--- src/hw/rtl/crc16_frame_deframer_macros.svh ---
// Assertion macros shared by the deframer RTL files.
`ifndef CRC16_FRAME_DEFRAMER_MACROS_SVH
`define CRC16_FRAME_DEFRAMER_MACROS_SVH

`ifndef SYNTH

// Same-cycle implication, checked outside reset.
`define CRCDF_ASSERT_IMP(lbl, clk, rst, ante, cons, msg) \
  lbl: assert property (@(posedge clk) disable iff (rst) (ante) |-> (cons)) \
    else $error(msg);

// Next-cycle implication, checked outside reset.
`define CRCDF_ASSERT_NXT(lbl, clk, rst, ante, cons, msg) \
  lbl: assert property (@(posedge clk) disable iff (rst) (ante) |=> (cons)) \
    else $error(msg);

`else

`define CRCDF_ASSERT_IMP(lbl, clk, rst, ante, cons, msg)
`define CRCDF_ASSERT_NXT(lbl, clk, rst, ante, cons, msg)

`endif

`endif

--- src/hw/rtl/crcdf_pkg.sv ---
// Shared types, codes and the CRC-16 byte update for the frame deframer.
package crcdf_pkg;

  localparam logic [7:0]  BYTE_START = 8'h02;
  localparam logic [7:0]  BYTE_END   = 8'h03;
  localparam logic [15:0] CRC_POLY   = 16'h1021;

  typedef enum logic [1:0] {
    KIND_PAYLOAD = 2'd0,
    KIND_GOOD    = 2'd1,
    KIND_CRC_BAD = 2'd2,
    KIND_END_BAD = 2'd3
  } kind_t;

  typedef struct packed {
    logic [15:0] crc_value;
    logic [7:0]  frame_length;
    logic [7:0]  index;
    logic [7:0]  data;
    kind_t       kind;
  } res_t;

  // One byte of CRC-16 (MSB first, no reflection), eight shift steps.
  function automatic logic [15:0] crc_feed(input logic [15:0] crc, input logic [7:0] b);
    logic [15:0] c;
    c = crc ^ {b, 8'h00};
    for (int i = 0; i < 8; i++) begin
      if (c[15]) begin
        c = {c[14:0], 1'b0} ^ CRC_POLY;
      end else begin
        c = {c[14:0], 1'b0};
      end
    end
    return c;
  endfunction

endpackage

--- src/hw/rtl/crc16_frame_deframer.sv ---
// Top level: STX/length/payload/CRC-16/ETX frame deframer on byte streams.
//
//  Channel    Direction  Handshake            Contents
//  s_axis     in         s_tvalid / s_tready  s_tdata[7:0] rx_byte
//  m_axis     out        m_tvalid / m_tready  m_tdata data,index,frame_length,crc_value;
//                                             m_tuser kind
//
// Every accepted byte is handled in the cycle it is taken; a result is registered in
// the output register, or in the skid stage behind it. One byte per cycle is sustained
// while m_tready is high. The two-entry result buffer lets one more result enter while
// a result waits; s_tready drops only when both entries are full.
// Synchronous reset returns to hunting for the start byte and empties the buffer.
`include "crc16_frame_deframer_macros.svh"

module crc16_frame_deframer
  import crcdf_pkg::*;
(
  input  logic        clk,
  input  logic        rst,
  input  logic        s_tvalid,
  output logic        s_tready,
  input  logic [7:0]  s_tdata,   // [7:0] rx_byte
  output logic        m_tvalid,
  input  logic        m_tready,
  output logic [39:0] m_tdata,   // [7:0] data, [15:8] index, [23:16] frame_length,
                                 // [39:24] crc_value
  output logic [1:0]  m_tuser    // [1:0] kind
);

  typedef enum logic [5:0] {
    PH_HUNT    = 6'b000001,
    PH_LEN     = 6'b000010,
    PH_PAYLOAD = 6'b000100,
    PH_CRC_HI  = 6'b001000,
    PH_CRC_LO  = 6'b010000,
    PH_END     = 6'b100000
  } phase_t;

  phase_t      phase, phase_next;
  logic [7:0]  payload_length, payload_length_next;
  logic [7:0]  payload_count, payload_count_next;
  logic [15:0] running_crc, running_crc_next;
  logic [15:0] received_crc, received_crc_next;

  logic accept;
  logic res_push;
  logic buf_ready;
  res_t res;
  res_t out_res;

  assign s_tready = buf_ready;
  assign accept   = s_tvalid && s_tready;

  always_comb begin
    phase_next          = phase;
    payload_length_next = payload_length;
    payload_count_next  = payload_count;
    running_crc_next    = running_crc;
    received_crc_next   = received_crc;
    res_push            = 1'b0;
    res                 = '0;
    res.frame_length    = payload_length;
    case (phase)
      PH_LEN: begin
        if (s_tdata == 8'h00) begin
          phase_next = PH_HUNT;
        end else begin
          payload_length_next = s_tdata;
          payload_count_next  = 8'h00;
          running_crc_next    = 16'h0000;
          phase_next          = PH_PAYLOAD;
        end
      end
      PH_PAYLOAD: begin
        res_push           = 1'b1;
        res.kind           = KIND_PAYLOAD;
        res.data           = s_tdata;
        res.index          = payload_count;
        running_crc_next   = crc_feed(running_crc, s_tdata);
        payload_count_next = payload_count + 8'd1;
        if (payload_count_next == payload_length) begin
          phase_next = PH_CRC_HI;
        end
      end
      PH_CRC_HI: begin
        received_crc_next = {s_tdata, 8'h00};
        phase_next        = PH_CRC_LO;
      end
      PH_CRC_LO: begin
        received_crc_next = {received_crc[15:8], s_tdata};
        phase_next        = PH_END;
      end
      PH_END: begin
        res_push = 1'b1;
        // A wrong end byte wins over a CRC mismatch.
        if (s_tdata != BYTE_END) begin
          res.kind = KIND_END_BAD;
        end else if (running_crc == received_crc) begin
          res.kind = KIND_GOOD;
        end else begin
          res.kind = KIND_CRC_BAD;
        end
        res.crc_value = running_crc;
        phase_next    = PH_HUNT;
      end
      default: begin
        phase_next = (s_tdata == BYTE_START) ? PH_LEN : PH_HUNT;
      end
    endcase
  end

  always_ff @(posedge clk) begin
    if (rst) begin
      phase          <= PH_HUNT;
      payload_length <= 8'h00;
      payload_count  <= 8'h00;
      running_crc    <= 16'h0000;
      received_crc   <= 16'h0000;
    end else if (accept) begin
      phase          <= phase_next;
      payload_length <= payload_length_next;
      payload_count  <= payload_count_next;
      running_crc    <= running_crc_next;
      received_crc   <= received_crc_next;
    end
  end

  crcdf_outbuf u_outbuf (
    .clk      (clk),
    .rst      (rst),
    .in_valid (accept && res_push),
    .in_ready (buf_ready),
    .in_res   (res),
    .out_valid(m_tvalid),
    .out_ready(m_tready),
    .out_res  (out_res)
  );

  assign m_tdata = {out_res.crc_value, out_res.frame_length, out_res.index, out_res.data};
  assign m_tuser = out_res.kind;

  `CRCDF_ASSERT_IMP(a_count_in_range, clk, rst, phase == PH_PAYLOAD,
                    (payload_length != 8'h00) && (payload_count < payload_length),
                    "payload count outside frame length")
  `CRCDF_ASSERT_NXT(a_end_to_hunt, clk, rst, accept && (phase == PH_END), phase == PH_HUNT,
                    "end byte did not return to hunting")
  `CRCDF_ASSERT_NXT(a_zero_len_hunt, clk, rst,
                    accept && (phase == PH_LEN) && (s_tdata == 8'h00), phase == PH_HUNT,
                    "zero length did not return to hunting")

endmodule

--- src/hw/rtl/crcdf_outbuf.sv ---
// Two-entry result buffer: an output register with a skid stage behind it.
`include "crc16_frame_deframer_macros.svh"

module crcdf_outbuf
  import crcdf_pkg::*;
(
  input  logic clk,
  input  logic rst,
  input  logic in_valid,
  output logic in_ready,
  input  res_t in_res,
  output logic out_valid,
  input  logic out_ready,
  output res_t out_res
);

  logic main_valid;
  logic skid_valid;
  res_t main_res;
  res_t skid_res;

  assign in_ready  = !skid_valid;
  assign out_valid = main_valid;
  assign out_res   = main_res;

  always_ff @(posedge clk) begin
    if (rst) begin
      main_valid <= 1'b0;
      skid_valid <= 1'b0;
    end else if (in_valid && in_ready) begin
      if (main_valid && !out_ready) begin
        skid_res   <= in_res;
        skid_valid <= 1'b1;
      end else begin
        main_res   <= in_res;
        main_valid <= 1'b1;
      end
    end else if (out_ready) begin
      if (skid_valid) begin
        main_res   <= skid_res;
        skid_valid <= 1'b0;
      end else begin
        main_valid <= 1'b0;
      end
    end
  end

  `CRCDF_ASSERT_IMP(a_skid_behind_main, clk, rst, skid_valid, main_valid, "skid full, main empty")
  `CRCDF_ASSERT_NXT(a_main_holds, clk, rst, main_valid && !out_ready, main_valid,
                    "result dropped while stalled")
  `CRCDF_ASSERT_NXT(a_skid_holds, clk, rst, skid_valid && !out_ready, skid_valid && main_valid,
                    "skid entry lost while stalled")

endmodule
--- config.mk ---
export PLATFORM = sky130hd
export DESIGN_NAME = crc16_frame_deframer
export DESIGN_NICKNAME = d
export VERILOG_FILES = /design/src/hw/rtl/crcdf_pkg.sv /design/src/hw/rtl/crc16_frame_deframer.sv /design/src/hw/rtl/crcdf_outbuf.sv
export VERILOG_INCLUDE_DIRS = /design/src /design/src/hw/rtl
export SDC_FILE = /design/constraint.sdc
export NUM_CORES = 1
export LEC_CHECK = 0
export ABC_AREA = 1
export BUFFER_PORTS_ARGS = -buffer_cell sky130_fd_sc_hd__clkbuf_2
export CORE_MARGIN = 2
export CORE_UTILIZATION = 25
export CTS_BUF_LIST = sky130_fd_sc_hd__clkbuf_8
export DETAILED_ROUTE_END_ITERATION = 8
export MAX_ROUTING_LAYER = met4
export PLACE_DENSITY = 0.49
export SYNTH_ARGS = -nofsm -noshare
export SYNTH_HDL_FRONTEND = slang
export SYNTH_HIERARCHICAL = 1
export SYNTH_SLANG_ARGS = --single-unit
--- constraint.sdc ---
create_clock -name clk -period 10.9 [get_ports clk]
set_clock_uncertainty 0.15 [all_clocks]
set_input_delay 2.18 -clock clk [delete_from_list [all_inputs] [get_ports clk]]
set_output_delay 2.18 -clock clk [all_outputs]
set_load 0.05 [all_outputs]
Word level (Yosys, flattened, before mapping)
Index checks and enable logic that the tools add are counted.
Widths: inputs -> output; s select.

storage, ports and cells
  flip-flop bits (word level) = 140
  logic and storage cells = 107

operators by class
  $add $sub $neg = 1
  multiplexer cells = 41
  bitwise gates (word level) = 12
  reduce and logical (&&, ||, !) cells = 21
  equal/unequal tests = 14

operators with widths
  cell                 number
  $mux 42              4
  $mux 16              10
  $mux 13              8
  $pmux 16 s2          2
  $pmux 6 s5           1
  $not 3->3            8
  $eq 16x16->1         1
  $pmux 8 s2           1
  $xor 16x16->16       1
  $reduce_and 3->1     5
  $ne 2x2->1 const B   5
  $add 8x1->8 const B  1
  $eq 8x2->1 const B   1
  $eq 8x8->1           1
  $logic_not 8->1      1
  $mux 1               8
  $mux 2               4
  $mux 8               1
  $ne 8x2->1 const B   1
  $reduce_bool 2->1    4
  $eq 6x2->1 const B   1
  $eq 6x3->1 const B   1
  $eq 6x4->1 const B   1
  $eq 6x5->1 const B   1
  other kinds (9)      17

Depth between registers and ports, before layout
Gate-level depths: netlist (run 1).

  depth after elaboration = 25
  mapped depth = 13

By module
Netlist (run 1), hierarchy kept.

modules (own cells, without submodules)
  module                area an instance (um^2)  cells each  times used  sequential area each (um^2)
  crcdf_outbuf          3,313.2                  240         1           2,562.5
  crc16_frame_deframer  3,190.6                  459         1           1,081.0

Worst setup path after synthesis (run 1)
No wires, ideal clock.

  path type = in2reg
  from = in s_tvalid
  to = reg u_outbuf.main_res (netlist bit u_outbuf/out_res[0]), enable pin
  slack = 5.591 ns
  library setup time = 0.442 ns
  stages on the path = 6
  data arrival time = 4.717 ns
  cells stage by stage = nand2_1 > a21oi_1 > nand2_8 > nand2_1 > nand2_1 > nor2_1

on the way
  cells in the longest elaborated chain, start to end = 5
  elaborated cells on any way between the ends = 7
  classes of those cells = eq/ne: 1; reduce/logical: 6

ends and longest elaborated chain
  what                                                              line                         text
  from (decl)                                                       crc16_frame_deframer.sv:20   input logic s_tvalid,
  $logic_and 1x1->1 (*)                                             crc16_frame_deframer.sv:52   assign accept = s_tvalid && s_tready;
  $logic_and 1x1->1 (*)                                             crc16_frame_deframer.sv:131  .in_valid (accept && res_push),
  $logic_and 1x1->1 (*)                                             crcdf_outbuf.sv:30           end else if (in_valid && in_ready) begin
  $ne 2x2->1 (no source line) or $reduce_bool 2->1 (tied branches)  --
  $reduce_and 4->1 (no source line) (*)                             --
  to (signal assigned)                                              crcdf_outbuf.sv:35           main_res <= in_res;
  to (signal assigned)                                              crcdf_outbuf.sv:40           main_res <= skid_res;
  to (decl)                                                         crcdf_outbuf.sv:19           res_t main_res;

Mark *: on every way between the ends. The rest lies on a longest branch, timed or not.
A chain may end at the register's enable or synchronous reset.

Worst setup path after layout (run 1)
  from = in s_tvalid
  to = reg u_outbuf.main_res (netlist bit u_outbuf/out_res[12]), enable pin

The elaborated chain is that of the path after synthesis.

==> results of run 1 <==
==> worst register-to-register path, cell delays in order, from the launching register on <==
cell	delay (ns)
dfxtp_1	0.30
inv_1	0.09
nand2_1	0.08
nor2_1	0.15
nand2_1	0.47
a21oi_1	0.61
nand2_8	0.28
nand2_1	0.13
nand2_1	0.09
nor2_4	0.86
==> power breakdown <==
group	leakage (nW)	internal (mW)	total, mW	switching [mW]
combinational	1.41	0.00938	0.0304	0.0210
sequential	1.31	0.555	0.555	0.000610
clock	0.210	0.249	0.445	0.196
==> stage by stage <==
stage	hold slack (ns)	total power [mW]	util
6_report	0.321	1.03	0.290
5_1_grt	0.348	1.07	0.290
4_1_cts	0.323	1.05	0.290
3_5_place_dp	0.312	0.598	0.273
3_3_place_gp	0.311	0.598	0.273
2_1_floorplan	0.294	0.588	-
==> flip-flops by register name, indices dropped and copies added (netlist names) <==
signal and count:
payload_count 8, payload_length 8, phase 6, received_crc 16
running_crc 16, u_outbuf/out_res 42, u_outbuf/out_valid 1, u_outbuf/skid_res 42
u_outbuf/skid_valid 1
==> synthesized netlist by cell type, types with 4 or more instances <==
cell        n
xnor2_1    18
buf_4       7
xor2_1     11
edfxtp_1   84
nand4_1     8
o21ai_0     8
clkbuf_1    6
nand2_1   227
inv_2       6
o21ai_1     5
nand2_2    32
a21oi_2     8
a21oi_1    43
dfxtp_1    56
nor2_1     51
nand3_1    25
inv_1      59
or2_2       4
xnor2_2     7
==> cell families (layout without fill, tap and decap cells) <==
kind of cell / after synthesis / after routing / share of synthesized area
flops: 140 / 140 / 0.560
buf+inv: 90 / 158 / 0.0689
simple gates: 363 / 363 / 0.251
compound gates: 68 / 68 / 0.0585
xor+xnor: 37 / 37 / 0.0591
fa+ha+maj: 1 / 1 / 0.00192
==> layout make-up <==
cell class / count / area (µm²) / area share
Clock inverter: 11 / 140 / 0.0187
Sequential cell: 140 / 3640 / 0.487
Tap cell: 335 / 419 / 0.0561
Clock buffer: 21 / 289 / 0.0387
Multi-Input combinational cell: 469 / 2420 / 0.324
Inverter: 68 / 265 / 0.0355
Timing Repair Buffer: 58 / 298 / 0.0398
==> routing by layer <==
metal,wire length [µm],global-route usage
met5,0,-
met4,209,0.0392
met3,803,0.0345
met2,6170,0.166
met1,6930,0.146
==> worst max-delay path by stage <==
stage	start	to	slack, ns	cells past startpoint
after global placement	s_tvalid	u_outbuf/out_res[17]$_DFFE_PP_	6.09	7
after detailed placement	s_tvalid	u_outbuf/out_res[17]$_DFFE_PP_	6.06	7
final	s_tvalid	u_outbuf/out_res[12]$_DFFE_PP_	6.58	7
after global routing	s_tvalid	u_outbuf/out_res[36]$_DFFE_PP_	6.38	7
after CTS	s_tvalid	u_outbuf/out_res[12]$_DFFE_PP_	6.54	7
after floorplan	s_tvalid	u_outbuf/out_res[0]$_DFFE_PP_	5.59	6
==> impl_metrics.json, run 1 <==
{
  "cp-end-kind": "register",
  "synth_top_area_share": 0.388,
  "crit_buf_inv": 1,
  "clkSinkCount": 140,
  "grt_pass1_vias": 4311,
  "via_count": 4559,
  "die_h_um": 165,
  "io_pins": 56,
  "cts_setup_buffers": 0,
  "critPathRequiredTime_ns": 10.81,
  "hold_viol_final": 0,
  "die_x_um": 165,
  "rr_startpoint": "phase[3]$_SDFFE_PP0P_",
  "arrival_ns": 4.22,
  "cp-start-kind": "input pin",
  "placedCellCount": 1070,
  "critPathMaxStageDelay_ns": 0.86,
  "coreArea_um2": 25800,
  "stdcell_area_um2": 7470,
  "fin_tns_setup_ns": 0,
  "diodes": 0,
  "tightest_slew_ns": 1.14,
  "nFillCells": 2735,
  "hold_path_depth": 2,
  "crit_chain": "clkbuf_2, nand2_1, a21oi_1, nand2_8, nand2_1, nand2_1, nor2_4",
  "ys.flop_type": "edfxtp_1",
  "clock_path_buffers": 2,
  "cts_max_level": 4,
  "reg2reg_depth": 9,
  "start_util": 0.252,
  "drtAntennaViolNets": 0,
  "overflow": 0,
  "reg2reg_setup_slack_ns": 7.28,
  "area_growth_pct": 14.9,
  "drc_errors": 0,
  "ctsRootBufferMaster": "clkbuf_8",
  "port_buffers": 55,
  "pwr_density_cell_nw_per_um2": 138,
  "rsz0062_at_grt": "false",
  "max_freq_mhz": 232,
  "peakVddDrop_uv": 64.8,
  "wl_per_cell_um": 12.8,
  "hp-class": "register to register",
  "antenna_found_initial": 0,
  "final_cells": 1102,
  "vias_per_cell": 4.14,
  "clkLatencyLatePin_ns": 0.44,
  "drive_gt1_frac": 0.214,
  "avgSynthCellArea_um2": 9.30,
  "critPathMaxFanout": 46,
  "cts_resized": 0,
  "path_delay_family": "simple AND/OR/NAND/NOR gates",
  "syn_inst": 699,
  "place_congestion": 0.777,
  "grt_max_degree": 47,
  "outcome": "complete, no violations",
  "place_area_um2": 7050,
  "tritoncts": "done",
  "synth_cell_type_count": 43,
  "min_to": "running_crc[4]$_SDFFE_PP0P_",
  "drv_slew": 0,
  "cts_made_buffers": 17,
  "finalCritPeriodShare": 0.396,
  "yosysTopAreaCell": "edfxtp_1",
  "crit_type": "input pin to register",
  "row_count": 59,
  "p_leak_nw": 2.93,
  "worst_slack_ns": 6.58,
  "async_flop_share": 0,
  "die_area_um2": 27300,
  "synth_edf_count": 84,
  "synth.area.top_cells": "edfxtp_1 39%, dfxtp_1 17%, nand2_1 13%, inv_1 3.4%, a21oi_1 3.3%",
  "cp_common_cell": "nand2_1",
  "grt_first_pass_wirelength_mm": 22.9,
  "timing.rr.end": "u_outbuf/out_res[12]$_DFFE_PP_",
  "final_common_cell": "nand2_1",
  "drtPass1Iterations": 4,
  "syn_nets": 712,
  "yosys_warnings": 6,
  "relSlewSlack": 0.236,
  "holdBufCountCts": 0,
  "fin_crit_ns": 4.32,
  "finalSetupViolCount": 0,
  "synth_seq_cells": 140,
  "slowest_stage": "nor2_4",
  "clkTransAtPathRegs_ns": 0.08,
  "seq_area_frac_synth": 0.560,
  "wl_mm": 14.1,
  "hold_path.startpoint": "running_crc[4]$_SDFFE_PP0P_",
  "num-nets-final": 767,
  "drt_iter0_drc": 246,
  "synth_area_um2": 6500,
  "dp_hpwl_mm": 9.71,
  "track_usage": 0.112,
  "dp_slack_ns": 6.06,
  "cap_violations": 0,
  "final_cell_mix": "227 x nand2_1, 84 x edfxtp_1, 59 x inv_1"
}
Note: power is estimated with default switching activity, not from simulation.
==> inputs of run 2 (changes only) <==
Settings changed: ABC_AREA 1 to 0, PLACE_DENSITY 0.49 to 0.5.
Clock period 10.9 ns to 3.7 ns, I/O delays scaled along.
==> impl_metrics.json, run 2 <==
{
  "outcome": "complete, no violations",
  "overflow": 0,
  "final_common_cell": "edfxtp_1",
  "drtAntennaViolNets": 0,
  "critPathRequiredTime_ns": 3.93,
  "cts_resized": 0,
  "final_cells": 895,
  "ys.flop_type": "edfxtp_1",
  "syn_nets": 503,
  "grt_pass1_vias": 4015,
  "clkLatencyLatePin_ns": 0.45,
  "vias_per_cell": 4.43,
  "finalCritPeriodShare": 0.848,
  "arrival_ns": 3.37,
  "p_leak_nw": 3.02,
  "ctsRootBufferMaster": "clkbuf_8",
  "placedCellCount": 863,
  "stdcell_area_um2": 7440,
  "die_x_um": 164,
  "diodes": 0,
  "io_pins": 56,
  "clkTransAtPathRegs_ns": 0.08,
  "track_usage": 0.112,
  "cts_max_level": 4,
  "synth_compound_area_frac": 0.0783,
  "dp_hpwl_mm": 9.46,
  "clock_path_buffers": 2,
  "cap_violations": 0,
  "synth_edf_count": 84,
  "synth_mux_area_frac": 0.124,
  "crit_type": "register to register",
  "finalSetupViolCount": 0,
  "place_area_um2": 7020,
  "drc_errors": 0,
  "cts_made_buffers": 17,
  "critPathMaxFanout": 16,
  "pwr_density_cell_nw_per_um2": 401,
  "via_count": 3961,
  "coreArea_um2": 25100,
  "wl_per_cell_um": 15.6,
  "hold_viol_final": 0,
  "synth_common_cells": "84 x edfxtp_1, 56 x dfxtp_1, 52 x nor2_1",
  "post-route-util": 0.296,
  "drtPass1Iterations": 4,
  "synthXorXnorAreaFrac": 0.0647,
  "tightest_slew_ns": 0.786,
  "peakVddDrop_uv": 176,
  "relSlewSlack": 0.476,
  "yosys.area_share.simple": 0.131,
  "async_flop_share": 0,
  "yosys_warnings": 6,
  "synth_seq_cells": 140,
  "avgSynthCellArea_um2": 13.0,
  "synthAdderAreaFrac": 0.00197,
  "hp-class": "register to register",
  "seq_area_frac_synth": 0.573,
  "place_congestion": 0.838,
  "die_area_um2": 26700,
  "drt_iter0_drc": 194,
  "yosysTopAreaCell": "edfxtp_1",
  "row_count": 58,
  "grt_first_pass_wirelength_mm": 22.3,
  "worst_hold_slack_ns": 0.355,
  "die_h_um": 164,
  "synth_cell_type_count": 57,
  "wl_mm": 13.9,
  "drv_slew": 0,
  "antenna_found_initial": 0,
  "cp-start-kind": "register",
  "syn_inst": 490,
  "cts_setup_buffers": 0,
  "drive_gt1_frac": 0.271,
  "fin_crit_ns": 3.14,
  "clkSinkCount": 140,
  "rsz0062_at_grt": "false",
  "tritoncts": "done",
  "max_freq_mhz": 319,
  "synth_top_area_share": 0.397,
  "worst_slack_ns": 0.562,
  "final_cell_mix": "84 x edfxtp_1, 56 x dfxtp_1, 55 x clkbuf_2",
  "dp_slack_ns": 0.580,
  "num-nets-final": 565,
  "synth_top_family_by_area": "simple AND/OR/NAND/NOR gates",
  "synth_area_um2": 6360,
  "port_buffers": 55,
  "synth.area.top_cells": "edfxtp_1 40%, dfxtp_1 18%, mux2_4 9.0%, xor2_1 4.3%, nor2_1 3.1%",
  "cp-end-kind": "register",
  "grt_max_degree": 44,
  "synth.most_common_cell": "edfxtp_1",
  "start_util": 0.253,
  "holdBufCountCts": 0,
  "area_growth_pct": 16.9
}
## run 2: cell count changes after synthesis, sizes merged, moves of 21 or more
| cell | change |
|---|---|
| nand3 | -21 |
| nand2 | -256 |
| inv | -65 |
| mux2 | +42 |
| a21oi | -36 |
## run 2: path summary, 6_finish.rpt
check / startpoint / slack, ns / cells past startpoint / to
max: payload_count[0]$_SDFFE_PP0P_ / 0.56 / 7 / received_crc[6]$_SDFFE_PP0P_
min: received_crc[5]$_SDFFE_PP0P_ / 0.36 / 1 / received_crc[5]$_SDFFE_PP0P_
max reg2reg: payload_count[0]$_SDFFE_PP0P_ / 0.56 / 7 / received_crc[6]$_SDFFE_PP0P_
min reg2reg: received_crc[5]$_SDFFE_PP0P_ / 0.36 / 1 / received_crc[5]$_SDFFE_PP0P_
## run 2: per-stage QoR
step	power, mW	setup TNS, ns
3_3_place_gp	1.73	0
4_1_cts	3.03	0
5_1_grt	3.10	0
2_1_floorplan	1.70	-6.17
3_5_place_dp	1.73	0
6_report	2.98	0
## run 2: cells by family after synthesis
logic type	count (synthesis)
AO/OA/AOI/OAI	69
XOR/XNOR	47
adder cells (fa/ha/maj)	1
buffers and inverters	26
flip-flops	140
multiplexers	59
AND/OR/NAND/NOR	148
## run 2: routing by layer
metal | track usage | routed length, µm
met4 | 0.0447 | 265
met2 | 0.169 | 6440
met5 | - | 0
met1 | 0.141 | 6420
met3 | 0.0343 | 793
## run 2: report_power, final
| part | internal (mW) | switching (mW) |
|---|---|---|
| sequential | 1.63 | 0.0000395 |
| clock | 0.714 | 0.574 |
| combinational | 0.0190 | 0.0460 |
## run 2: layout make-up
type                            instances  area [µm²]
Timing Repair Buffer                   67         378
Sequential cell                       140        3640
Tap cell                              330         413
Fill cell                            2594       17700
Multi-Input combinational cell        324        2570
Clock inverter                         12         144
Inverter                                2        7.51
Clock buffer                           20         275
## run 2: worst max-delay path, cell delays in order (launching register included)
cell       delay, ns
dfxtp_1         0.47
ha_1            0.53
nor2_1          0.08
o31ai_1         0.28
o2111ai_1       0.18
a2111o_1        0.53
a2111oi_4       0.64
a22o_1          0.23
